**src/ctp_pkg.sv**
```systemverilog
// shared types, constants and the arctangent table of the cartesian to polar converter
package ctp_pkg;

	localparam int COORD_WIDTH = 16;
	localparam int MAG_W       = 20;
	localparam int HEAD_W      = 17;

	// sum of squares, then 8 extra bits so the root carries 4 fraction bits
	localparam int SQ_W      = 2 * COORD_WIDTH;
	localparam int ROOT_N_W  = SQ_W + 8;
	localparam int ROOT_BITS = ROOT_N_W / 2;

	// cordic datapath: inputs scaled so the largest vector sits near bit 38
	localparam int CORDIC_SHIFT = 38 - COORD_WIDTH;
	localparam int CX_W         = 40;
	localparam int Z_W          = 25;

	localparam int ATAN_LEN = 24;
	localparam int ATAN_W   = 22;

	localparam int RDEG_W = 22;
	localparam logic [RDEG_W-1:0] RAD_TO_DEG_Q16 = 22'd3754936;
	localparam int NUM_W = CX_W + RDEG_W;

	// quotient width of the residual angle divide: 26 - iterations, never below 8
	localparam int QUO_SPAN = 26;
	localparam int QUO_MIN  = 8;

	localparam int ZC_W      = 23;
	localparam int FRAC_DROP = 8;
	localparam int TQ_W      = ZC_W - FRAC_DROP;
	localparam logic [ZC_W-1:0] QUARTER_Q16 = 23'd5898240;
	localparam logic [ZC_W-1:0] Q8_HALF     = 23'd128;

	localparam logic [HEAD_W-1:0] HALF_TURN_Q8 = 17'd46080;
	localparam logic [HEAD_W-1:0] FULL_TURN_Q8 = 17'd92160;
	localparam logic [MAG_W-1:0]  MAG_MAX      = '1;

	// atan(2^-i) in degrees, 16 fraction bits
	localparam logic [ATAN_W-1:0] ATAN_TAB [0:ATAN_LEN-1] = '{
		22'd2949120, 22'd1740967, 22'd919879, 22'd466945, 22'd234379, 22'd117304,
		22'd58666,   22'd29335,   22'd14668,  22'd7334,   22'd3667,   22'd1833,
		22'd917,     22'd458,     22'd229,    22'd115,    22'd57,     22'd29,
		22'd14,      22'd7,       22'd4,      22'd2,      22'd1,      22'd0
	};

	typedef struct packed {
		logic signed [COORD_WIDTH-1:0] x_coord;
		logic signed [COORD_WIDTH-1:0] y_coord;
	} coord_t;

	typedef struct packed {
		logic [MAG_W-1:0]  magnitude;
		logic [HEAD_W-1:0] heading;
	} polar_t;

	typedef struct packed {
		logic x_neg;
		logic y_neg;
		logic is_zero;
	} quad_t;

	typedef struct packed {
		logic signed [CX_W-1:0] cx;
		logic signed [CX_W-1:0] cy;
		logic signed [Z_W-1:0]  z;
	} cordic_t;

	typedef struct packed {
		logic signed [CX_W-1:0] den;
		logic signed [Z_W-1:0]  z;
		logic                   neg;
		logic                   den_pos;
	} div_ctx_t;

endpackage

```
**src/ctp_div_cell.sv**
```systemverilog
// one quotient bit of the residual angle divide
module ctp_div_cell import ctp_pkg::*; #(
	parameter int unsigned QW  = 10,
	parameter int unsigned BIT = 0
) (
	input  logic             clk,
	input  logic             en,
	input  logic [NUM_W-1:0] rem_in,
	input  logic [QW-1:0]    quo_in,
	input  div_ctx_t         ctx_in,
	output logic [NUM_W-1:0] rem_s1,
	output logic [QW-1:0]    quo_s1,
	output div_ctx_t         ctx_s1
);

	logic [NUM_W-1:0] trial;
	logic             fits;

	always_comb begin
		trial = NUM_W'($unsigned(ctx_in.den)) << BIT;
		fits  = rem_in >= trial;
	end

	always_ff @(posedge clk) begin
		if (en) begin
			rem_s1 <= fits ? (rem_in - trial) : rem_in;
			quo_s1 <= fits ? (quo_in | (QW'(1) << BIT)) : quo_in;
			ctx_s1 <= ctx_in;
		end
	end

endmodule

```
**config.mk**
```make
export PLATFORM = sky130hd
export DESIGN_NAME = ctp_div_cell
export DESIGN_NICKNAME = d
export VERILOG_FILES = /design/src/ctp_pkg.sv /design/src/ctp_div_cell.sv
export SDC_FILE = /design/constraint.sdc
export NUM_CORES = 1
export LEC_CHECK = 0
export BUFFER_PORTS_ARGS = -buffer_cell sky130_fd_sc_hd__buf_2
export CAP_MARGIN = 15
export CORE_MARGIN = 2
export CORE_UTILIZATION = 40
export CTS_BUF_LIST = sky130_fd_sc_hd__clkbuf_2
export CTS_CLUSTER_SIZE = 20
export DETAILED_ROUTE_END_ITERATION = 10
export PLACE_DENSITY = 0.7
export SKIP_LAST_GASP = 1
export SLEW_MARGIN = 10
export SYNTH_ARGS = -nofsm -noshare
export SYNTH_HDL_FRONTEND = slang
export SYNTH_SLANG_ARGS = --single-unit
```
**constraint.sdc**
```tcl
create_clock -name clk -period 4.01 [get_ports clk]
set_clock_uncertainty 0.1 [all_clocks]
set_input_delay 0.6015 -clock clk [delete_from_list [all_inputs] [get_ports clk]]
set_output_delay 0.6015 -clock clk [all_outputs]
set_load 0.01 [all_outputs]
```
Word-level counts from Yosys, hierarchy flattened
Index checks and enable logic that the tools add are counted.
- register bits after elaboration: 139
- bits of input ports: 141
- output and inout port bits: 139
- logic and storage cells: 10
- add/subtract/negate cells: 1
- order comparisons: 1
- multiplexer cells: 1
- operator list (cell ; number):
    >= comparator 62 x 40 -> 1 bit ; 1
    2-to-1 mux 62 bit ; 1
    subtractor 62 x 40 -> 62 bit ; 1

Logic depth before layout (Yosys ltp)
- word-level depth: 2
- gate-level depth with buffers: 14
- depth with buffers taken out: 13

Worst setup path after synthesis
No wires, ideal clock.
- path kind: in2reg
- from: input port rem_in[0]
- to: register rem_s1[44], data pin
- setup time: 0.258 ns
- data arrival time: 3.445 ns
- data required time: 3.652 ns
- setup slack: 0.207 ns
- stages: 13
- path buffers: 0
- path through: inv_1 > ha_1 > inv_1 > fa_1 > a21o_1 > a311o_1 > a21oi_1 > o211ai_1 > a21bo_2 > o21bai_1 > nand4b_4 > or4b_4 > xnor2_2
- longest elaborated chain between the ends: 2
- elaborated cells on any way between the ends: 3
- RTL lines (element ; line ; RTL):
    from (decl) ; ctp_div_cell.sv:8 ; input logic [NUM_W-1:0] rem_in,
    subtractor 62 x 40 -> 62 bit or >= comparator 62 x 40 -> 1 bit (tied branches) ; ctp_div_cell.sv:26, ctp_div_cell.sv:21 ;
    2-to-1 mux 62 bit * ; ctp_div_cell.sv:26 ; rem_s1 <= fits ? (rem_in - trial) : rem_in;
    to (signal assigned) ; ctp_div_cell.sv:26 ;
    to (decl) ; ctp_div_cell.sv:11 ; output logic [NUM_W-1:0] rem_s1,
Mark *: on every way between the ends. The rest lies on a longest branch, timed or not.
A chain may end at the register's enable or synchronous reset.

Final worst setup path
- from: input port ctx_in[27] (netlist bit)
- to: register rem_s1[44], data pin
- longest elaborated chain between the ends: 2
- elaborated cells on any way between the ends: 3
- RTL lines (element ; line ; RTL):
    from (decl) ; ctp_div_cell.sv:10 ; input div_ctx_t ctx_in,
    subtractor 62 x 40 -> 62 bit or >= comparator 62 x 40 -> 1 bit (tied branches) ; ctp_div_cell.sv:26, ctp_div_cell.sv:21 ;
    2-to-1 mux 62 bit * ; ctp_div_cell.sv:26 ;
Marked as above.

==> flow_summary.yaml <==
status:
  status: "finished clean"
sta:
  maxSlewViolCount: 0
  slew-limit-headroom_pct: 53.65
  period_minus_slack_ns: 3.734
  fin_hold_ws_ns: 0.08897
  worst_slack_ns: 0.2761
  fin_crit_sh_pct: 93.12
  rsz0062_at_grt: "no"
  fmax_ghz: 0.2678
  final-hold-violation-count: 0
  finalSetupViolCount: 0
  tightest_slew_ns: 0.6889
  setup_tns_ns: 0
global_routing:
  grtUsageTotal_pct: 21.10
  antenna_found_initial: 4
  grt_pass1_vias: 6576
  grt_pass1_wl_mm: 32.85
  grt-ovfl-total: 0
  grt_max_degree: 71
yosys:
  synthXorXnorAreaFrac_pct: 7.123
  synth_top_family_by_area: "compound AO/OA/AOI/OAI gates"
  synth_edf_count: 139
  yosysUniqueCellTypes: 57
  avgSynthCellArea_um2: 11.39
  ys_seq_area_share_pct: 55.78
  synth_ff_type: "edfxtp_1"
  synth_nets: 839
  synthCells: 657
  synthAdderAreaFrac_pct: 6.955
  yosysWarningCount: 0
  synthSimpleGateAreaFrac_pct: 12.41
  synthMuxAreaShare_pct: 1.655
  synth-compound-area-share_pct: 12.69
  syn_area_um2: 7483
  ys_seq_elements: 139
  synthArstFlopShare_pct: 0
cells_and_area:
  finalNonFillerCells: 1285
  multi_input_area_um2: 3055
  mostFrequentLayoutCells: "buf_2 (278), edfxtp_1 (139), a21oi_1 (80)"
  fillers: 1661
  fin_area_um2: 10330
  syn_to_final_growth_pct: 37.99
  ff_latch_area_um2: 4174
  nets: 1218
  drive_above_1_share_pct: 34.16
  final_common_cell: "buf_2"
  fin_util_pct: 55.76
worst_hold_path:
  holdPathStages: 2
  hp-class: "in2reg"
floorplanning:
  core_area_um2: 18520
  die_y_um: 140.8
  chipWidth_um: 140.8
  ios: 280
  initial_utilization_pct: 40.41
  dieArea_um2: 19820
  num_rows: 50
critical_path:
  crit_fanout: 3
  arrival_ns: 4.12
  crit_path_end_kind: "flop"
  crit_path_start: "ctx_in[27]"
  cp.required_ns: 4.39
  setup.worst_path.end: "rem_s1[44]"
  startpoint_type: "input port"
  critical_path_class: "in2reg"
cts:
  cts_setup_buffers: 0
  clkTransAtPathRegs_ns: 0.23
  cts_buffers: 17
  clock_path_buffers: 2
  cts_tree: "done"
  cts.sinks: 139
  cts_root_buffer: "clkbuf_2"
  hold_buffers: 77
  cts_resized: 0
  htree_num_levels: 4
placed_design:
  dp_hpwl_mm: 15.59
  pre_cts_ws_ns: 0.01458
  placed_area_um2: 9290
  dp.cells: 1174
  port_buffers: 279
  place.gp.congestion: 0.9055
power:
  leakage_nw: 4.465
  max-vdd-ir-drop_v: 0.0001571
  p_per_area_nw_per_um2: 356.3
  power_mw: 3.679
detailed_routing:
  drt_iter0_drc: 413
  postRouteAntennaNets: 0
  wire_per_inst_um: 16.43
  dr.pass1.iters: 5
  viasPerCell: 5.086
  drt_wl_total_mm: 21.11
  route.detailed.drc: 0
  vias: 6535
run:
  max_cap_viol_count: 0
-- area by class of cell --
class | count | area share (%)
sequential | 139 | 40.42
inverter | 48 | 1.745
clock inverter | 13 | 1.624
clock buffer | 18 | 0.8724
timing repair buffer | 379 | 22.84
multi-input combinational | 451 | 29.59
tap | 234 | 2.835
antenna | 3 | 0.07270
-- synth_stat cells (all sizes together) (8+ instances only) --
library cell / count / share of area [%]
edfxtp: 139 / 56
nand2: 38 / 1.9
xnor2: 41 / 4.9
a31oi: 8 / 0.67
a21oi: 80 / 5.4
nand3: 9 / 0.60
xor2: 19 / 2.2
mux2: 11 / 1.7
inv: 48 / 2.4
nor2: 58 / 2.9
o21ai: 33 / 2.4
ha: 40 / 6.7
o21bai: 8 / 0.80
nor3: 12 / 0.80
nand4: 19 / 1.6
clkbuf: 16 / 0.80
-- flip-flops by register name, summed over array words and instances, names as in the netlist --
register,flops
rem_s1,62
quo_s1,10
ctx_s1,67
-- power breakdown --
group	internal, mW	switching, mW
Sequential	1.78	0.0347
Combinational	0.425	0.516
Clock	0.354	0.565
Total	2.56	1.12
-- routing by layer --
layer / wire [um] / global-route usage (%) / vias up / share of wire [%]
met4: 469 / 7.842 / 2 / 2.2
met3: 1491 / 5.333 / 33 / 7.1
met5: 13 / 0 / - / 0.062
li1: - / - / 3206 / -
met2: 10380 / 36.23 / 242 / 49
met1: 8755 / 25.77 / 3052 / 41
-- how the worst min path moves through the flow --
stage	from	to	slack (ns)
2_1_floorplan	ctx_in[0]	ctx_s1[0]	0.60
3_3_place_gp	quo_in[6]	quo_s1[6]	0.68
3_5_place_dp	quo_in[3]	quo_s1[3]	0.68
4_1_cts	rem_in[16]	rem_s1[16]	0.03
5_1_grt	rem_in[16]	rem_s1[16]	0.002
6_report	rem_in[16]	rem_s1[16]	0.09
-- cell families (layout without fill, tap and decap cells) --
| logic type | after synthesis | after routing |
|---|---|---|
| mux | 11 | 11 |
| other cells | 0 | 3 |
| compound gates | 161 | 161 |
| xor+xnor | 60 | 60 |
| buf+inv | 67 | 458 |
| flops | 139 | 139 |
| simple gates | 178 | 178 |
| fa+ha+maj | 41 | 41 |
-- worst max-delay path, cell delays in order --
cell,delay (ns)
dlygate4sd3_1,0.53
buf_2,0.11
ha_1,0.15
inv_1,0.05
fa_1,0.41
a21o_1,0.21
a311o_1,0.38
a21oi_1,0.19
o211ai_1,0.14
a21bo_2,0.25
o21bai_1,0.29
nand4b_4,0.13
or4b_4,0.54
xnor2_2,0.14
(Power assumes the default switching activity.)
