## src/ctp_pkg.sv

```systemverilog
// shared types, constants and the arctangent table of the cartesian to polar converter
package ctp_pkg;

	localparam int COORD_WIDTH = 16;
	localparam int MAG_W       = 20;
	localparam int HEAD_W      = 17;

	// sum of squares, then 8 extra bits so the root carries 4 fraction bits
	localparam int SQ_W      = 2 * COORD_WIDTH;
	localparam int ROOT_N_W  = SQ_W + 8;
	localparam int ROOT_BITS = ROOT_N_W / 2;

	// cordic datapath: inputs scaled so the largest vector sits near bit 38
	localparam int CORDIC_SHIFT = 38 - COORD_WIDTH;
	localparam int CX_W         = 40;
	localparam int Z_W          = 25;

	localparam int ATAN_LEN = 24;
	localparam int ATAN_W   = 22;

	localparam int RDEG_W = 22;
	localparam logic [RDEG_W-1:0] RAD_TO_DEG_Q16 = 22'd3754936;
	localparam int NUM_W = CX_W + RDEG_W;

	// quotient width of the residual angle divide: 26 - iterations, never below 8
	localparam int QUO_SPAN = 26;
	localparam int QUO_MIN  = 8;

	localparam int ZC_W      = 23;
	localparam int FRAC_DROP = 8;
	localparam int TQ_W      = ZC_W - FRAC_DROP;
	localparam logic [ZC_W-1:0] QUARTER_Q16 = 23'd5898240;
	localparam logic [ZC_W-1:0] Q8_HALF     = 23'd128;

	localparam logic [HEAD_W-1:0] HALF_TURN_Q8 = 17'd46080;
	localparam logic [HEAD_W-1:0] FULL_TURN_Q8 = 17'd92160;
	localparam logic [MAG_W-1:0]  MAG_MAX      = '1;

	// atan(2^-i) in degrees, 16 fraction bits
	localparam logic [ATAN_W-1:0] ATAN_TAB [0:ATAN_LEN-1] = '{
		22'd2949120, 22'd1740967, 22'd919879, 22'd466945, 22'd234379, 22'd117304,
		22'd58666,   22'd29335,   22'd14668,  22'd7334,   22'd3667,   22'd1833,
		22'd917,     22'd458,     22'd229,    22'd115,    22'd57,     22'd29,
		22'd14,      22'd7,       22'd4,      22'd2,      22'd1,      22'd0
	};

	typedef struct packed {
		logic signed [COORD_WIDTH-1:0] x_coord;
		logic signed [COORD_WIDTH-1:0] y_coord;
	} coord_t;

	typedef struct packed {
		logic [MAG_W-1:0]  magnitude;
		logic [HEAD_W-1:0] heading;
	} polar_t;

	typedef struct packed {
		logic x_neg;
		logic y_neg;
		logic is_zero;
	} quad_t;

	typedef struct packed {
		logic signed [CX_W-1:0] cx;
		logic signed [CX_W-1:0] cy;
		logic signed [Z_W-1:0]  z;
	} cordic_t;

	typedef struct packed {
		logic signed [CX_W-1:0] den;
		logic signed [Z_W-1:0]  z;
		logic                   neg;
		logic                   den_pos;
	} div_ctx_t;

endpackage

```

## src/ctp_sqrt_cell.sv

```systemverilog
// one result bit of the restoring square root chain
module ctp_sqrt_cell import ctp_pkg::*; #(
	parameter int unsigned BIT = 0
) (
	input  logic                 clk,
	input  logic                 en,
	input  logic [ROOT_N_W-1:0]  rem_in,
	input  logic [ROOT_BITS-1:0] root_in,
	output logic [ROOT_N_W-1:0]  rem_s1,
	output logic [ROOT_BITS-1:0] root_s1
);

	logic [ROOT_N_W:0]    trial;
	logic                 fits;
	logic [ROOT_N_W-1:0]  rem_nx;
	logic [ROOT_BITS-1:0] root_nx;

	always_comb begin
		// (r + 2^b)^2 - r^2 = r*2^(b+1) + 2^(2b); the two terms never share a bit
		trial   = ((ROOT_N_W + 1)'(root_in) << (BIT + 1)) | ((ROOT_N_W + 1)'(1) << (2 * BIT));
		fits    = {1'b0, rem_in} >= trial;
		rem_nx  = fits ? (rem_in - trial[ROOT_N_W-1:0]) : rem_in;
		root_nx = fits ? (root_in | (ROOT_BITS'(1) << BIT)) : root_in;
	end

	always_ff @(posedge clk) begin
		if (en) begin
			rem_s1  <= rem_nx;
			root_s1 <= root_nx;
		end
	end

endmodule

```

## config.mk

```make
export PLATFORM = sky130hd
export DESIGN_NAME = ctp_sqrt_cell
export DESIGN_NICKNAME = d
export VERILOG_FILES = /design/src/ctp_pkg.sv /design/src/ctp_sqrt_cell.sv
export SDC_FILE = /design/constraint.sdc
export NUM_CORES = 1
export LEC_CHECK = 0
export BUFFER_PORTS_ARGS = -buffer_cell sky130_fd_sc_hd__buf_2
export CORE_MARGIN = 3
export CORE_UTILIZATION = 30
export CTS_BUF_LIST = sky130_fd_sc_hd__clkbuf_4 sky130_fd_sc_hd__clkbuf_8 sky130_fd_sc_hd__clkbuf_16
export DETAILED_ROUTE_END_ITERATION = 10
export GPL_ROUTABILITY_DRIVEN = 1
export PLACE_DENSITY_LB_ADDON = 0.05
export SYNTH_ARGS = -nofsm -noshare
export SYNTH_HDL_FRONTEND = slang
export SYNTH_SLANG_ARGS = --single-unit
```

## constraint.sdc

```tcl
create_clock -name clk -period 3.4 [get_ports clk]
set_input_delay 1.02 -clock clk [delete_from_list [all_inputs] [get_ports clk]]
set_output_delay 1.02 -clock clk [all_outputs]
set_load 0.01 [all_outputs]
```

After elaboration in Yosys (flattened, before gate mapping)
Cells that the tools add are included.
{"block": "totals", "in_bits": 62, "regBits": 60, "n_memories": 0, "latch_bits": 0, "mem_bits_ro": 0, "ramBits": 0}
{"block": "op_classes", "multipliers": 0, "div": 0, "shift": 0, "bitwise_logic": 0, "n_addsub": 1, "n_lt_le_gt_ge": 1, "n_eq_ne": 0, "n_reduce_logical": 0, "mux": 1}
{"cell": "greater-or-equal comparator 40 x 21 -> 1 bit", "count": 1}
{"cell": "two-way mux 40 bit", "count": 1}
{"cell": "subtractor 40 x 21 -> 40 bit", "count": 1}

Longest topological paths before layout
{"block": "depth", "depth_word": 2, "depth_mapped": 12, "ltp_nobuf": 9}

Least setup slack after synthesis
No wires, ideal clock.
{"block": "synth_path", "path_type": "input -> register", "startpoint": "input port root_in[2]", "endpoint": "register rem_s1[21] (data pin)", "setup_ns": 0.258, "stages": 10, "setup_slack_ns": -0.169, "t_required_ns": 3.142, "arrival_ns": 3.311, "path_cell_list": "inv_1 ha_1 buf_6 a21o_1 a221oi_4 o221ai_2 a2111oi_4 nor4_2 or4_4 xnor2_2"}
{"block": "synth_between", "elab_chain_len": 2, "elab_cells_between_ends": 3}
{"item": "from (decl)", "line": "ctp_sqrt_cell.sv:8", "source": "input logic [ROOT_BITS-1:0] root_in,"}
{"item": "subtractor 40 x 21 -> 40 bit / greater-or-equal comparator 40 x 21 -> 1 bit (equally long branches)", "line": "ctp_sqrt_cell.sv:22, ctp_sqrt_cell.sv:21"}
{"item": "two-way mux 40 bit (*)", "line": "ctp_sqrt_cell.sv:22", "source": "rem_nx = fits ? (rem_in - trial[ROOT_N_W-1:0]) : rem_in;"}
{"item": "named net rem_nx[21]", "line": "ctp_sqrt_cell.sv:15", "source": "logic [ROOT_N_W-1:0] rem_nx;"}
{"item": "to (signal assigned)", "line": "ctp_sqrt_cell.sv:28", "source": "rem_s1 <= rem_nx;"}
{"item": "to (decl)", "line": "ctp_sqrt_cell.sv:9", "source": "output logic [ROOT_N_W-1:0] rem_s1,"}
Mark *: on every way through the listed nets, which the timed path passes. The rest lies on a longest branch.
A chain may end at the register's enable or synchronous reset.

Worst setup path in the final report
{"block": "layout_path", "startpoint": "input port rem_in[7]", "endpoint": "register rem_s1[22] (data pin)"}
{"block": "layout_between", "elab_chain_len": 2, "elab_cells_between_ends": 3}
{"item": "from (decl)", "line": "ctp_sqrt_cell.sv:7", "source": "input logic [ROOT_N_W-1:0] rem_in,"}
{"item": "subtractor 40 x 21 -> 40 bit / greater-or-equal comparator 40 x 21 -> 1 bit (equally long branches)", "line": "ctp_sqrt_cell.sv:22, ctp_sqrt_cell.sv:21"}
{"item": "two-way mux 40 bit (*)", "line": "ctp_sqrt_cell.sv:22"}
{"item": "named net rem_nx[22]", "line": "ctp_sqrt_cell.sv:15"}
Marked as above.

==> impl_results.md <==
* CP max FO at 13
* Core Box Area at between 10000 and 15000 µm²
* Initial Utilization at a little over 30%
* GR Util All Layers at 15.3%
* VDD IR max at 0.300 mV
* Worst slew pin tran at between 0.6 and 0.7 ns
* Synth warnings at 0
* RSZ-0062 raised after global routing: false
* Via count at about 3300
* Chip Width at 118 µm
* Design Area, Final at 5330 µm²
* Io pins at ~120
* Total CTS buffers at 9
* Post-Syn Area at 3770 µm²
* WL final at 10400 µm
* Synthesized flop and latch total at 60
* Pwr dens at around 460 nW/µm²
* Clock buffer depth at 2
* Kind of critical path: primary input to register
* Vias/cell at around 4.7
* Most used DFF post-synth: edfxtp_1
* CTS root buf: clkbuf_16
* CP arrival at 3.28 ns
* CTS Sinks at 60
* Post-synth EDFFs at 60
* Setup crit end kind: register
* Vias in the first global route at 3338
* Worst EP required at roughly 3.5 ns
* Row count at 40
* Layout Area Growth over Synthesis at 41.4%
* Fmax at between 300 and 400 MHz
* Avg Cell Area, Syn at between 10 and 15 µm²
* CTS H-tree lvls at 3
* Leakage at 2.30 nW
* Register clock-pin slew on the reported worst setup and hold paths at roughly 0.050 ns
* Most frequent cells in the layout: buf_2 (121), edfxtp_1 (60), buf_4 (59), nand2_1 (38), o21ai_0 (29)
* Routed len/inst at ~15 µm
* Commonest non-fill, non-tap cell in the layout: buf_2
* ANT nets after route at 0
* Dpl hpwl at 8360 µm
* Sequential cell area fraction in the yosys report at 47.8%
* Setup-failing EPs final at 0
* Tmin final at between 3 and 4 ns
* DRT iter0 DRCs at 186
* Largest net degree at the start of global routing at 38
* Worst hold stages at 1
* Diodes inserted at 0
* Rel. slew slack at 58.9%
* Grt ovf at 0
* Hold-fix buffers at CTS at 0
* Hold WC Path Type: primary input to register
* GP Congestion at roughly 0.85
* Hold wc startpoint: root_in[12]
* Antenna violations before repair at 0
* Max-slew violation count at 0
* # DRC at 0
* Fraction of final layout cells sized beyond drive strength 1 at just under 40%
* Count of different cell masters after synthesis at 54
* Die height at ~120 µm
* Port bufs at 121
* # nets final at between 600 and 700
* Post-Syn Nets at about 450
* Drt first pass iters at 4
* Hold Fails Final Rpt at 0
* First-pass GRT wire length at around 17000 µm
* Area post-placement at between 5000 and 6000 µm²
* Post-Syn Instances at between 300 and 400
* CTS tree: done
* Part of the cycle the worst path needs at 94.4%
* Setup TNS at 0 ns
* Hold Crit Endpoint: root_s1[12]
* Max-Cap Viols at 0
* Ys async rst share at 0%
* Critical Path Source Type: primary input
* Die area at about 14000 µm²
* Status: complete, no violations
==> cell type report <==
| type | instances | area (µm²) |
|---|---|---|
| inverters | 26 | 97.6 |
| flip-flops and latches | 60 | 1800 |
| multi-input cells | 259 | 1820 |
| well taps | 168 | 210 |
| repair buffers | 182 | 1090 |
| fillers | 1215 | 6840 |
| clock buffers | 10 | 233 |
| clock inverters | 6 | 78.8 |
==> state kept, by name, summed over array words and instances (netlist names) <==
name	cells
rem_s1	40
root_s1	20
==> how the worst max path moves through the flow <==
| stage | cells after the start | to | startpoint |
|---|---|---|---|
| 3_3_place_gp | 10 | rem_s1[29] | rem_in[3] |
| 6_report | 10 | rem_s1[22] | rem_in[7] |
| 2_1_floorplan | 10 | rem_s1[21] | root_in[2] |
| 5_1_grt | 10 | rem_s1[22] | rem_in[7] |
| 4_1_cts | 11 | rem_s1[29] | root_in[2] |
| 3_5_place_dp | 11 | rem_s1[29] | root_in[2] |
==> per-layer routing <==
| metal | up-vias | wire length (µm) | GRT usage, % |
|---|---|---|---|
| met5 | - | 0 | 0 |
| met4 | 0 | 114 | 4.62 |
| met3 | 8 | 536 | 5.29 |
| met2 | 83 | 4700 | 23.3 |
| met1 | 1540 | 5040 | 20.6 |
| li1 | 1692 | - | - |
==> report_power, final <==
group / total [W] / switching, W / internal (W)
logic: 0.000569 / 0.000310 / 0.000259
clock network: 0.000965 / 0.000323 / 0.000642
registers: 0.000937 / 0.0000194 / 0.000917
total: 0.00247 / 0.000653 / 0.00182
==> kinds of logic (layout without fill, tap and decap cells) <==
kind of cell               count (synthesis)  count (layout)  share of synthesized area [%]
and+or+nand+nor                          111             111                           15.3
AOI/OAI and AO/OA                         87              87                           15.1
DFF                                       60              60                           47.8
buffers and inverters                     43             224                           4.78
xor gates and xnor gates                  37              37                           8.80
adders and majority gates                 22              22                           7.51
muxes                                      2               2                          0.598
==> cell usage after synthesis, drive strengths merged (2+ instances only) <==
cell type / n / area, µm²
clkbuf: 11 / 41.3
xor2: 22 / 193
nor4: 10 / 68.8
mux2: 2 / 22.5
nand2b: 2 / 12.5
nor3: 14 / 70.1
ha: 21 / 263
a21oi: 26 / 134
nand2: 38 / 143
xnor2: 15 / 139
o21ai: 32 / 160
and2: 2 / 12.5
or2: 2 / 12.5
o21a: 4 / 30.0
a2111oi: 2 / 36.3
or4: 7 / 56.3
edfxtp: 60 / 1800
o21bai: 4 / 30.0
a21o: 4 / 31.3
or3: 6 / 37.5
inv: 26 / 97.6
nor2: 10 / 37.5
nand3: 3 / 15.0
a211oi: 3 / 22.5
a41o: 2 / 20.0
and3: 4 / 26.3
nand4: 9 / 56.3
buf: 6 / 41.3
==> timing repair <==
| action | in CTS | in global routing |
|---|---|---|
| resized for setup | 0 | 2 |
| endpoints found under the setup margin | 0 | 28 |
| setup buffers | 0 | 0 |
==> critical path, cell delays in order <==
cell	delay, ns
buf_2	0.11
ha_1	0.36
a21oi_1	0.22
o21ai_0	0.20
a211oi_2	0.32
o21ai_0	0.24
a21oi_4	0.32
buf_4	0.24
nor4_1	0.07
xor2_1	0.16
==> stage by stage <==
stage                     utilization, %  cells  total power (W)  worst slack, ns  hold WS [ns]
after floorplan                        -    362          0.00125          0.00361          1.12
after global placement              41.1    695          0.00152           -0.300          1.21
after detailed placement            41.1    695          0.00152           -0.279          1.21
after CTS                           43.7    711          0.00251           0.0786         0.851
after global routing                43.8    711          0.00260           0.0110         0.852
final                               43.8    711          0.00247            0.189         0.869
No activity file was read; power rests on OpenSTA's default activity.
