$ cat src/ctp_pkg.sv
// shared types, constants and the arctangent table of the cartesian to polar converter
package ctp_pkg;

	localparam int COORD_WIDTH = 16;
	localparam int MAG_W       = 20;
	localparam int HEAD_W      = 17;

	// sum of squares, then 8 extra bits so the root carries 4 fraction bits
	localparam int SQ_W      = 2 * COORD_WIDTH;
	localparam int ROOT_N_W  = SQ_W + 8;
	localparam int ROOT_BITS = ROOT_N_W / 2;

	// cordic datapath: inputs scaled so the largest vector sits near bit 38
	localparam int CORDIC_SHIFT = 38 - COORD_WIDTH;
	localparam int CX_W         = 40;
	localparam int Z_W          = 25;

	localparam int ATAN_LEN = 24;
	localparam int ATAN_W   = 22;

	localparam int RDEG_W = 22;
	localparam logic [RDEG_W-1:0] RAD_TO_DEG_Q16 = 22'd3754936;
	localparam int NUM_W = CX_W + RDEG_W;

	// quotient width of the residual angle divide: 26 - iterations, never below 8
	localparam int QUO_SPAN = 26;
	localparam int QUO_MIN  = 8;

	localparam int ZC_W      = 23;
	localparam int FRAC_DROP = 8;
	localparam int TQ_W      = ZC_W - FRAC_DROP;
	localparam logic [ZC_W-1:0] QUARTER_Q16 = 23'd5898240;
	localparam logic [ZC_W-1:0] Q8_HALF     = 23'd128;

	localparam logic [HEAD_W-1:0] HALF_TURN_Q8 = 17'd46080;
	localparam logic [HEAD_W-1:0] FULL_TURN_Q8 = 17'd92160;
	localparam logic [MAG_W-1:0]  MAG_MAX      = '1;

	// atan(2^-i) in degrees, 16 fraction bits
	localparam logic [ATAN_W-1:0] ATAN_TAB [0:ATAN_LEN-1] = '{
		22'd2949120, 22'd1740967, 22'd919879, 22'd466945, 22'd234379, 22'd117304,
		22'd58666,   22'd29335,   22'd14668,  22'd7334,   22'd3667,   22'd1833,
		22'd917,     22'd458,     22'd229,    22'd115,    22'd57,     22'd29,
		22'd14,      22'd7,       22'd4,      22'd2,      22'd1,      22'd0
	};

	typedef struct packed {
		logic signed [COORD_WIDTH-1:0] x_coord;
		logic signed [COORD_WIDTH-1:0] y_coord;
	} coord_t;

	typedef struct packed {
		logic [MAG_W-1:0]  magnitude;
		logic [HEAD_W-1:0] heading;
	} polar_t;

	typedef struct packed {
		logic x_neg;
		logic y_neg;
		logic is_zero;
	} quad_t;

	typedef struct packed {
		logic signed [CX_W-1:0] cx;
		logic signed [CX_W-1:0] cy;
		logic signed [Z_W-1:0]  z;
	} cordic_t;

	typedef struct packed {
		logic signed [CX_W-1:0] den;
		logic signed [Z_W-1:0]  z;
		logic                   neg;
		logic                   den_pos;
	} div_ctx_t;

endpackage

$ cat src/ctp_cordic_cell.sv
// one vectoring micro-rotation of the cordic chain
module ctp_cordic_cell import ctp_pkg::*; #(
	parameter int unsigned STEP = 0
) (
	input  logic    clk,
	input  logic    en,
	input  cordic_t cor_in,
	output cordic_t cor_s1
);

	localparam logic signed [Z_W-1:0] ANG = signed'(Z_W'(ATAN_TAB[STEP]));

	// shift toward zero, same magnitude for either sign
	function automatic logic signed [CX_W-1:0] shr_sym(input logic signed [CX_W-1:0] v);
		logic [CX_W-1:0] mag;
		logic [CX_W-1:0] res;
		mag = v[CX_W-1] ? (~v + 1'b1) : v;
		res = mag >> STEP;
		return v[CX_W-1] ? -signed'(res) : signed'(res);
	endfunction

	logic signed [CX_W-1:0] dx;
	logic signed [CX_W-1:0] dy;
	cordic_t                cor_nx;

	always_comb begin
		dx = shr_sym(cor_in.cy);
		dy = shr_sym(cor_in.cx);
		if (!cor_in.cy[CX_W-1]) begin
			cor_nx.cx = cor_in.cx + dx;
			cor_nx.cy = cor_in.cy - dy;
			cor_nx.z  = cor_in.z + ANG;
		end else begin
			cor_nx.cx = cor_in.cx - dx;
			cor_nx.cy = cor_in.cy + dy;
			cor_nx.z  = cor_in.z - ANG;
		end
	end

	always_ff @(posedge clk) begin
		if (en) begin
			cor_s1 <= cor_nx;
		end
	end

endmodule

$ cat config.mk
export PLATFORM = sky130hd
export DESIGN_NAME = ctp_cordic_cell
export DESIGN_NICKNAME = d
export VERILOG_FILES = /design/src/ctp_pkg.sv /design/src/ctp_cordic_cell.sv
export SDC_FILE = /design/constraint.sdc
export NUM_CORES = 1
export LEC_CHECK = 0
export BUFFER_PORTS_ARGS = -buffer_cell sky130_fd_sc_hd__buf_2
export CAP_MARGIN = 20
export CORE_MARGIN = 5
export CORE_UTILIZATION = 30
export DETAILED_ROUTE_END_ITERATION = 8
export PLACE_DENSITY = 0.53
export SYNTH_ARGS = -nofsm -noshare
export SYNTH_HDL_FRONTEND = slang
export SYNTH_SLANG_ARGS = --single-unit
$ cat constraint.sdc
create_clock -name clk -period 12.36 [get_ports clk]
set_input_delay 3.708 -clock clk [delete_from_list [all_inputs] [get_ports clk]]
set_output_delay 3.708 -clock clk [all_outputs]
set_load 0.1 [all_outputs]
Word-level counts from Yosys, hierarchy flattened --
Cells that the tools add are included.
Word-level totals: register bits after elaboration 105, output and inout bits 105, word-level logic and storage cells 20
Operators by class: add/sub/neg operators 10, muxes and demuxes 5, bitwise logic cells 2
Operators by type and width (count):
- 40-bit 2-to-1 mux | 4
- 105-bit 2-to-1 mux | 1
- 40-bit by 1-bit adder with 40-bit output (second input constant) | 2
- 40-bit adder | 2
- 40-bit negation | 2
- 40-bit inverter | 2
- 40-bit subtractor | 2
- 25-bit by 23-bit adder with 25-bit output (second input constant) | 1
- 25-bit by 23-bit subtractor with 25-bit output (second input constant) | 1

Depth between registers and ports, before layout --
Gate-level depths: netlist (run 1).
depth after elaboration 7, mapped depth 31, gate-level depth less buffers 27

Least setup slack after synthesis (run 1) --
No wires, ideal clock.
path kind input to register, from in cor_in[70] in the netlist's numbering, to reg cor_s1[64] in the netlist's numbering, data pin, library setup time 0.268 ns, arrival 10.133 ns, required time 12.092 ns, path slack 1.959 ns, stages on the path 28, buffers on the path 3, cells stage by stage buf_2 or3_1 buf_2 or4_4 a2111oi_2 nand4_1 o41ai_1 xor2_1 or3b_2 nor2_1 nand4_1 nor3_1 nor2_1 xnor2_1 ha_1 clkbuf_1 a21o_1 a21o_1 a21o_1 a21o_1 a21oi_1 o21ai_0 a41oi_1 nor3_1 o31a_1 o21ai_0 a21oi_1 xnor3_1
RTL lines:
- start, declared | line ctp_cordic_cell.sv:7 | input cordic_t cor_in,
- end signal, assigned | line ctp_cordic_cell.sv:42 | cor_s1 <= cor_nx;
- end, declared | line ctp_cordic_cell.sv:8 | output cordic_t cor_s1

==> results.tsv, run 1 <==
stage	metric	value	unit
routing	dr.pass1.iters	5	
clock_network	htreeDepth	3	
clock_network	clk_pin_slew	0.09	ns
worst_hold_path	min_path_type	in -> reg	
routing	routed-via-count	14000	
clock_network	cts_made_buffers	9	
layout	final_nets	2058	
routing	drt-total-wl	50800	um
layout	fin_cells	2476	
critical_path	path_depth	28	
die	fp.dieH	228	um
critical_path	crit_fanout	10	
synthesis	avgSynthCellArea	8.27	um2
grt	grt_pass1_wl	77200	um
power_and_ir_drop	power_switching	1.18	mW
layout	areaGrowthSynthToFinish	12.9	%
critical_path	endpoint_kind	flip-flop	
synthesis	syn-cell-area	14200	um2
synthesis	synth_top_area_share	0.219	
routing	wire_per_inst	20.5	um
synthesis	synth_flop_cell	edfxtp_1	
critical_path	crit_arrival	11.06	ns
critical_path	cpMaxStageDelayCell	or3b_2	
critical_path	crit_top_cell	a21o_1	
synthesis	ys_seq_elements	104	
worst_hold_path	min_path_cells	1	
sta	worst_slew_pin_slew	1.12	ns
placed_design	dpl_cell_area	15800	um2
layout	finalInstanceArea	16100	um2
die	die-area	51900	um2
routing	routed_via_density	5.65	
synthesis	synth_cells	1723	
sta	slew_headroom	0.248	
grt	antenna_found_initial	10	
power_and_ir_drop	ir_worst_vdd	0.113	mV
synthesis	ys_warn_count	0	
grt	grt-ovfl-total	0	
sta	slew_violations	0	
synthesis	yosysMostFrequentCell	xnor2_1	
synthesis	netlist_top_cells_count	xnor2_1, nor2_1, a21oi_1	
sta	finalCritPeriodShare	0.884	
layout	drive_gt1_frac	0.165	
clock_network	cts-root-buf	clkbuf_16	
synthesis	ys_seq_area_frac	0.219	
critical_path	cp_num_buf_inv	2	
placed_design	io_buffers	211	
power_and_ir_drop	pwr-share-clk	0.143	
sta	period_needed	10.92	ns
critical_path	worstPathRequired	12.49	ns
layout	num-fill-cells	4865	
grt	gr-usage-all-layers	0.186	
placed_design	dp.cells	2456	
status	run_status	finished, final reports clean	
routing	drcViolationCount	0	
power_and_ir_drop	internal_power	0.960	mW
layout	largest_reg_flops	104	
clock_network	cts_setup_buffers	0	
power_and_ir_drop	leakage	6.02	nW
placed_design	gp_congestion	0.925	
synthesis	synth.distinct_cells	101	
power_and_ir_drop	powerDensity	133	nW/um2
critical_path	worst_path_largest_cell_delay	0.55	ns
synthesis	synth_nets	1921	
synthesis	ys_async_sr_fraction	0	
layout	seq_area	3120	um2
die	fp.dieW	228	um
routing	ant_nets	0	
critical_path	worst-setup-path-type	in -> reg	
placed_design	dp_hpwl	41000	um
die	core	46800	um2
job	maxCapViolations	0	
synthesis	synth_edf_count	104	
power_and_ir_drop	netSwitchingFraction	0.551	
layout	reg_top3	cor_s1 x104	
sta	fin_setup_tns	0	ns
layout	multi_input_area	10600	um2
layout	fin_util	0.344	
die	row_count	79	
critical_path	cp-start-kind	input port	
grt	grt_pass1_vias	13300	
grt	grt_max_degree	101	
critical_path	crit_family	compound AO/OA/AOI/OAI gates	
sta	setup_viol	0	
synthesis	synth_area_leader_cell	edfxtp_1	
synthesis	ys_top_cells_by_area	edfxtp_1, xnor2_1, ha_1	
sta	hold_viol	0	
power_and_ir_drop	pwr-share-comb	0.614	
clock_network	cts_max_path_buffers	2	
die	start_util	0.305	
power_and_ir_drop	seqPwrFrac	0.243	
layout	regMostFlops	cor_s1	
die	pin_count	212	
clock_network	cts_tree	done	
clock_network	cts.sinks	104	
clock_network	cts_resized	0	
sta	rsz0062_at_grt	no	
sta	fmax	91.6	MHz
clock_network	cts_hold_buffers	0	
routing	drt_iter0_markers	1189	
through the flow:
step	hold WS (ns)	setup WS, ns	total power [mW]
final	3.49	1.44	2.14
after CTS	3.47	1.49	2.15
after global routing	3.47	0.736	2.24
after detailed placement	3.89	1.11	1.84
after global placement	3.88	1.20	1.83
after floorplan	3.81	1.96	1.57
layout by cell type (no fill, tap or decap), drive strengths merged, types with 9 or more instances in the layout:
cell and count:
inv 45, a211oi 18, or2 23, mux2i 12, o21a 19, nand4b 12, nand2 101, o211ai 16
or3 21, nand3 46, clkbuf 9, buf 223, edfxtp 104, nor3 58, o21ai 78, o41ai 27
xnor2 161, nor2 134, nand4 32, or4 18, nand3b 10, a31oi 25, o21bai 12, a21o 46
o31ai 33, nand2b 23, nor4b 12, nor2b 17, and3 18, nor3b 12, xor2 111, nor4 42
and2 9, ha 88, a21oi 114
cells by family (layout without fill, tap and decap cells):
family	Yosys count	in the layout	share of synthesized area
xor+xnor	273	273	0.169
compound gates	487	487	0.238
simple gates	611	611	0.240
other cells	0	4	0
mux	17	17	0.0124
buf+inv	140	282	0.0393
fa+ha+maj	91	91	0.0815
flops	104	104	0.219
power by group through the flow:
stage	clock network, mW	logic [mW]	registers [mW]
2_1_floorplan	0	0.497	1.07
3_3_place_gp	0	1.30	0.530
3_5_place_dp	0	1.31	0.530
4_1_cts	0.319	1.31	0.522
5_1_grt	0.331	1.38	0.527
6_report	0.306	1.31	0.520
area by class of cell:
class	instances	share of cell area
Clock inverter	7	0.00537
Multi-Input combinational cell	1479	0.657
Clock buffer	9	0.0140
Tap cell	607	0.0472
Antenna cell	4	0.000622
Inverter	43	0.0100
Timing Repair Buffer	223	0.0716
Sequential cell	104	0.194
path summary, 6_finish.rpt:
check / start / to / slack, ns
worst max-delay path: cor_in[65] / cor_s1[64] / 1.44
worst min-delay path: cor_in[5] / cor_s1[5] / 3.49
routing by layer:
metal,share of wire,vias up,global-route usage
met2,0.47,408,0.314
met3,0.057,76,0.0301
li1,-,6825,-
met1,0.44,6670,0.245
met5,0.0012,-,0
met4,0.026,8,0.0546
No activity file was read; power rests on OpenSTA's default activity.
==> run 2: changes to the inputs <==
--- a/config.mk
+++ b/config.mk
@@ -10,7 +10,7 @@
 export CORE_MARGIN = 5
 export CORE_UTILIZATION = 30
 export DETAILED_ROUTE_END_ITERATION = 8
-export PLACE_DENSITY = 0.53
+export PLACE_DENSITY = 0.49
 export SYNTH_ARGS = -nofsm -noshare
 export SYNTH_HDL_FRONTEND = slang
 export SYNTH_SLANG_ARGS = --single-unit
==> run 2 against run 1 <==
Effect of this change: critical path depth down 2; final area about the same; non-clock buffer count unchanged; clock power about the same; flip-flop and latch count unchanged; highest routed layer unchanged.
==> results.tsv, run 2 (synthesized netlist as in run 1, its figures left out) <==
stage	metric	value	unit	change
status	run_status	finished, final reports clean		unchanged
layout	multi_input_area	10600	um2	unchanged
grt	grt_max_degree	70		was 101
clock_network	cts_hold_buffers	0		unchanged
placed_design	dp_slack	1.11	ns	about the same
job	maxCapViolations	0		unchanged
sta	finalCritPeriodShare	0.885		was 0.884
die	fp.dieH	228	um	unchanged
critical_path	worst-setup-path-type	in -> reg		unchanged
layout	num-fill-cells	4877		was 4865
layout	areaGrowthSynthToFinish	12.9	%	about the same
layout	layout_commonest_cell	buf_2		unchanged
critical_path	endpoint_kind	flip-flop		unchanged
routing	routed_via_density	5.63		was 5.65
grt	antenna_found_initial	12		was 10
placed_design	gp_congestion	0.923		was 0.925
routing	dr.pass1.iters	5		unchanged
die	die-area	51900	um2	unchanged
power_and_ir_drop	pwr-share-clk	0.143		about the same
critical_path	cp_num_buf_inv	1		was 2
clock_network	cts_tree	done		unchanged
sta	worst_slew_pin_slew	1.09	ns	was 1.12 ns
clock_network	cts_max_path_buffers	2		unchanged
routing	drt_iter0_markers	1217		was 1189
critical_path	crit_top_cell	a21o_1		unchanged
sta	setup_ws	1.42	ns	was 1.44 ns
grt	grt_pass1_vias	13400		was 13300
critical_path	crit_fanout	23		was 10
die	start_util	0.305		unchanged
layout	finalInstanceArea	16100	um2	about the same
power_and_ir_drop	seqPwrFrac	0.245		was 0.243
power_and_ir_drop	ir_worst_vdd	0.120	mV	was 0.113 mV
critical_path	crit_family	simple AND/OR/NAND/NOR gates		was compound AO/OA/AOI/OAI gates
placed_design	io_buffers	211		unchanged
routing	drt-total-wl	51600	um	was 50800 um
routing	wire_per_inst	20.8	um	was 20.5 um
power_and_ir_drop	internal_power	0.959	mW	was 0.960 mW
routing	drcViolationCount	0		unchanged
layout	final_nets	2058		unchanged
power_and_ir_drop	power_switching	1.18	mW	about the same
die	fp.dieW	228	um	unchanged
clock_network	cts-root-buf	clkbuf_16		unchanged
sta	fin_setup_tns	0	ns	unchanged
placed_design	dpl_cell_area	15800	um2	unchanged
layout	layout_common_cells	buf_2, xnor2_1, nor2_1		unchanged
layout	seq_area	3120	um2	unchanged
sta	slew_headroom	0.273		was 0.248
power_and_ir_drop	powerDensity	133	nW/um2	about the same
critical_path	cp-start-kind	input port		unchanged
clock_network	cts.sinks	104		unchanged
power_and_ir_drop	p_total	2.14	mW	about the same
clock_network	cts_setup_buffers	0		unchanged
sta	fmax	91.4	MHz	was 91.6 MHz
sta	rsz0062_at_grt	no		unchanged
grt	grt-ovfl-total	0		unchanged
clock_network	cts_made_buffers	9		unchanged
sta	slew_violations	0		unchanged
layout	reg_top3	cor_s1 x104		unchanged
critical_path	cpMaxStageDelayCell	or4_4		was or3b_2
layout	largest_reg_flops	104		unchanged
grt	grt_pass1_wl	78300	um	was 77200 um
layout	regMostFlops	cor_s1		unchanged
clock_network	cts_resized	0		unchanged
placed_design	dp_hpwl	42100	um	was 41000 um
die	pin_count	212		unchanged
critical_path	worstPathRequired	12.49	ns	about the same
power_and_ir_drop	pwr-share-comb	0.612		was 0.614
routing	ant_nets	0		unchanged
die	core	46800	um2	unchanged
layout	fin_util	0.344		about the same
critical_path	worst_path_largest_cell_delay	0.60	ns	was 0.55 ns
power_and_ir_drop	leakage	6.02	nW	about the same
sta	period_needed	10.94	ns	was 10.92 ns
worst_hold_path	min_path_cells	1		unchanged
layout	drive_gt1_frac	0.165		unchanged
routing	routed-via-count	13900		was 14000
clock_network	htreeDepth	3		unchanged
critical_path	path_depth	26		was 28
power_and_ir_drop	netSwitchingFraction	0.551		about the same
worst_hold_path	min_path_type	in -> reg		unchanged
clock_network	clk_pin_slew	0.08	ns	was 0.09 ns
die	row_count	79		unchanged
sta	setup_viol	0		unchanged
grt	gr-usage-all-layers	0.189		was 0.186
critical_path	crit_arrival	11.07	ns	was 11.06 ns
sta	hold_viol	0		unchanged
[run 2: changes by cell type in the layout (fill, tap and decap cells not counted)]
cell / previous run / this run
clkinv_8: 3 / 2
diode_2: 4 / 5
inv_8: 1 / 2
[run 2: cell type report]
class                           count  share of cell area
Inverter                           43              0.0100
Clock inverter                      7             0.00506
Timing Repair Buffer              223              0.0716
Tap cell                          607              0.0472
Multi-Input combinational cell   1479               0.657
Antenna cell                        5            0.000778
Sequential cell                   104               0.194
Clock buffer                        9              0.0140
[run 2: final timing paths]
| check | start | endpoint | slack [ns] |
|---|---|---|---|
| worst max-delay path | cor_in[68] | cor_s1[64] | 1.42 |
| worst min-delay path | cor_in[7] | cor_s1[7] | 3.50 |
[run 2: routing by layer]
layer / vias up / track usage / share of wire
li1: 6847 / - / -
met1: 6660 / 0.259 / 0.46
met2: 350 / 0.308 / 0.46
met3: 69 / 0.0271 / 0.055
met4: 8 / 0.0645 / 0.025
met5: - / 0 / 0.00081
[run 2: power groups by stage]
stage          combinational, mW  clock (mW)  sequential, mW
6_report                    1.31       0.306           0.523
5_1_grt                     1.39       0.332           0.528
4_1_cts                     1.31       0.320           0.525
3_5_place_dp                1.30           0           0.532
3_3_place_gp                1.30           0           0.531
2_1_floorplan              0.497           0            1.07
[run 2: through the flow]
stage,hold slack (ns),cells
floorplan,3.81,1723
global placement,3.88,2456
detailed placement,3.89,2456
CTS,3.47,2472
global route,3.48,2477
finish,3.50,2477
==> run 3: changes to the inputs <==
--- a/config.mk
+++ b/config.mk
@@ -11,6 +11,8 @@
 export CORE_UTILIZATION = 30
 export DETAILED_ROUTE_END_ITERATION = 8
 export PLACE_DENSITY = 0.49
+export RECOVER_POWER = 25
 export SYNTH_ARGS = -nofsm -noshare
 export SYNTH_HDL_FRONTEND = slang
 export SYNTH_SLANG_ARGS = --single-unit
+export TNS_END_PERCENT = 1
==> run 3 against run 2 <==
Effect of this change: the flow now finishes with violations (capacitance limit, slew limit); sequential power is essentially flat; global-route usage is the same; routed wire length is 0.11% higher; final cell count unchanged; flip-flop and latch count did not move; final area fell by 0.11%; critical path type unchanged; largest power group unchanged.
==> results.tsv, run 3 (synthesized netlist as in run 1, its figures left out) <==
stage	metric	value	unit	change
layout	drive_gt1_frac	0.158		was 0.165
layout	num-fill-cells	4885		was 4877
grt	grt_pass1_wl	78300	um	unchanged
clock_network	cts_resized	0		unchanged
grt	grt-ovfl-total	0		unchanged
critical_path	endpoint_kind	flip-flop		unchanged
die	core	46800	um2	unchanged
clock_network	cts_max_path_buffers	2		unchanged
critical_path	crit_arrival	11.14	ns	was 11.07 ns
clock_network	cts-root-buf	clkbuf_16		unchanged
power_and_ir_drop	leakage	5.98	nW	was 6.02 nW
clock_network	cts_hold_buffers	0		unchanged
grt	grt_util_met2	0.308		unchanged
grt	gr-usage-all-layers	0.189		unchanged
placed_design	dp.cells	2456		unchanged
layout	fin_cells	2477		unchanged
routing	dr.pass1.iters	5		unchanged
placed_design	gp_congestion	0.923		unchanged
sta	setup_viol	0		unchanged
worst_hold_path	min_path_type	in -> reg		unchanged
layout	finalInstanceArea	16100	um2	about the same
grt	antenna_found_initial	12		unchanged
placed_design	dpl_cell_area	15800	um2	unchanged
layout	regMostFlops	cor_s1		unchanged
critical_path	cp_num_buf_inv	2		was 1
placed_design	dp_hpwl	42100	um	unchanged
grt	top_usage_layer	met2		unchanged
routing	drcViolationCount	0		unchanged
layout	seq_area	3120	um2	unchanged
critical_path	worst_path_largest_cell_delay	0.57	ns	was 0.60 ns
routing	wire_per_inst	20.9	um	was 20.8 um
sta	hold_viol	0		unchanged
status	run_status	complete, but fails checks		was finished, final reports clean
sta	worst_slew_pin_slew	3.21	ns	was 1.09 ns
power_and_ir_drop	p_total	2.14	mW	about the same
critical_path	crit_top_cell	a21o_1		unchanged
placed_design	io_buffers	211		unchanged
clock_network	cts_made_buffers	9		unchanged
power_and_ir_drop	powerDensity	133	nW/um2	about the same
layout	layout_common_cells	buf_2, xnor2_1, nor2_1		unchanged
routing	drt_iter0_markers	1213		was 1217
job	maxCapViolations	1		was 0
critical_path	worstPathRequired	12.49	ns	about the same
sta	rsz0062_at_grt	no		unchanged
layout	fin_util	0.344		about the same
die	start_util	0.305		unchanged
sta	finalCritPeriodShare	0.891		was 0.885
critical_path	worst-setup-path-type	in -> reg		unchanged
sta	fmax	90.8	MHz	was 91.4 MHz
die	fp.dieH	228	um	unchanged
layout	reg_top3	cor_s1 x104		unchanged
sta	period_needed	11.01	ns	was 10.94 ns
clock_network	htreeDepth	3		unchanged
critical_path	cpMaxStageDelayCell	o41ai_1		was or4_4
sta	fin_setup_tns	0	ns	unchanged
clock_network	cts_tree	done		unchanged
grt	grt_max_degree	70		unchanged
layout	layout_commonest_cell	buf_2		unchanged
routing	routed-via-count	14000		was 13900
grt	met1_usage	0.259		unchanged
layout	final_nets	2058		unchanged
die	fp.dieW	228	um	unchanged
power_and_ir_drop	ir_worst_vdd	0.117	mV	was 0.120 mV
routing	drt-total-wl	51700	um	was 51600 um
die	pin_count	212		unchanged
grt	met3_usage	0.0271		unchanged
routing	ant_nets	0		unchanged
layout	largest_reg_flops	104		unchanged
clock_network	clk_pin_slew	0.08	ns	about the same
clock_network	cts_setup_buffers	0		unchanged
sta	slew_violations	53		was 0
critical_path	crit_family	compound AO/OA/AOI/OAI gates		was simple AND/OR/NAND/NOR gates
critical_path	crit_fanout	10		was 23
clock_network	cts.sinks	104		unchanged
die	die-area	51900	um2	unchanged
status	violations	capacitance limit, slew limit		
layout	areaGrowthSynthToFinish	12.8	%	was 12.9%
die	row_count	79		unchanged
layout	multi_input_area	10600	um2	unchanged
sta	slew_headroom	-1.14		was 0.273
grt	grt_pass1_vias	13400		unchanged
critical_path	cp-start-kind	input port		unchanged
routing	routed_via_density	5.65		was 5.63
-- run 3: cell count changes in the layout (fill, tap and decap cells not counted), sizes merged --
cell	before	now
buf	223	211
clkbuf	9	21
-- run 3: layer usage --
layer	part of all wire	wire, um
met1	0.46	24000
met2	0.46	23900
met3	0.047	2440
met4	0.025	1270
met5	0.00081	42
-- run 3: power by group --
group / leakage, nW / internal, mW / switching [mW]
sequential: 1.02 / 0.497 / 0.0266
clock: 0.150 / 0.145 / 0.162
combinational: 4.82 / 0.316 / 0.990
total: 5.98 / 0.958 / 1.18
-- run 3: final cells by class --
cell class | count | share of cell area
tap | 607 | 0.0473
antenna | 5 | 0.000779
clock inverter | 7 | 0.00506
inverter | 43 | 0.0100
sequential | 104 | 0.194
clock buffer | 9 | 0.0140
multi-input combinational | 1479 | 0.658
timing repair buffer | 223 | 0.0706
-- run 3: final timing paths --
path | from | cells past startpoint | slack [ns] | end
max | cor_in[65] | 28 | 1.35 | cor_s1[64]
min | cor_in[7] | 1 | 3.50 | cor_s1[7]
-- run 3: stage by stage --
stage / worst slack, ns / hold WS, ns
detailed placement: 1.11 / 3.89
floorplan: 1.96 / 3.81
finish: 1.35 / 3.50
global route: 0.557 / 3.48
CTS: 1.49 / 3.47
global placement: 1.15 / 3.88
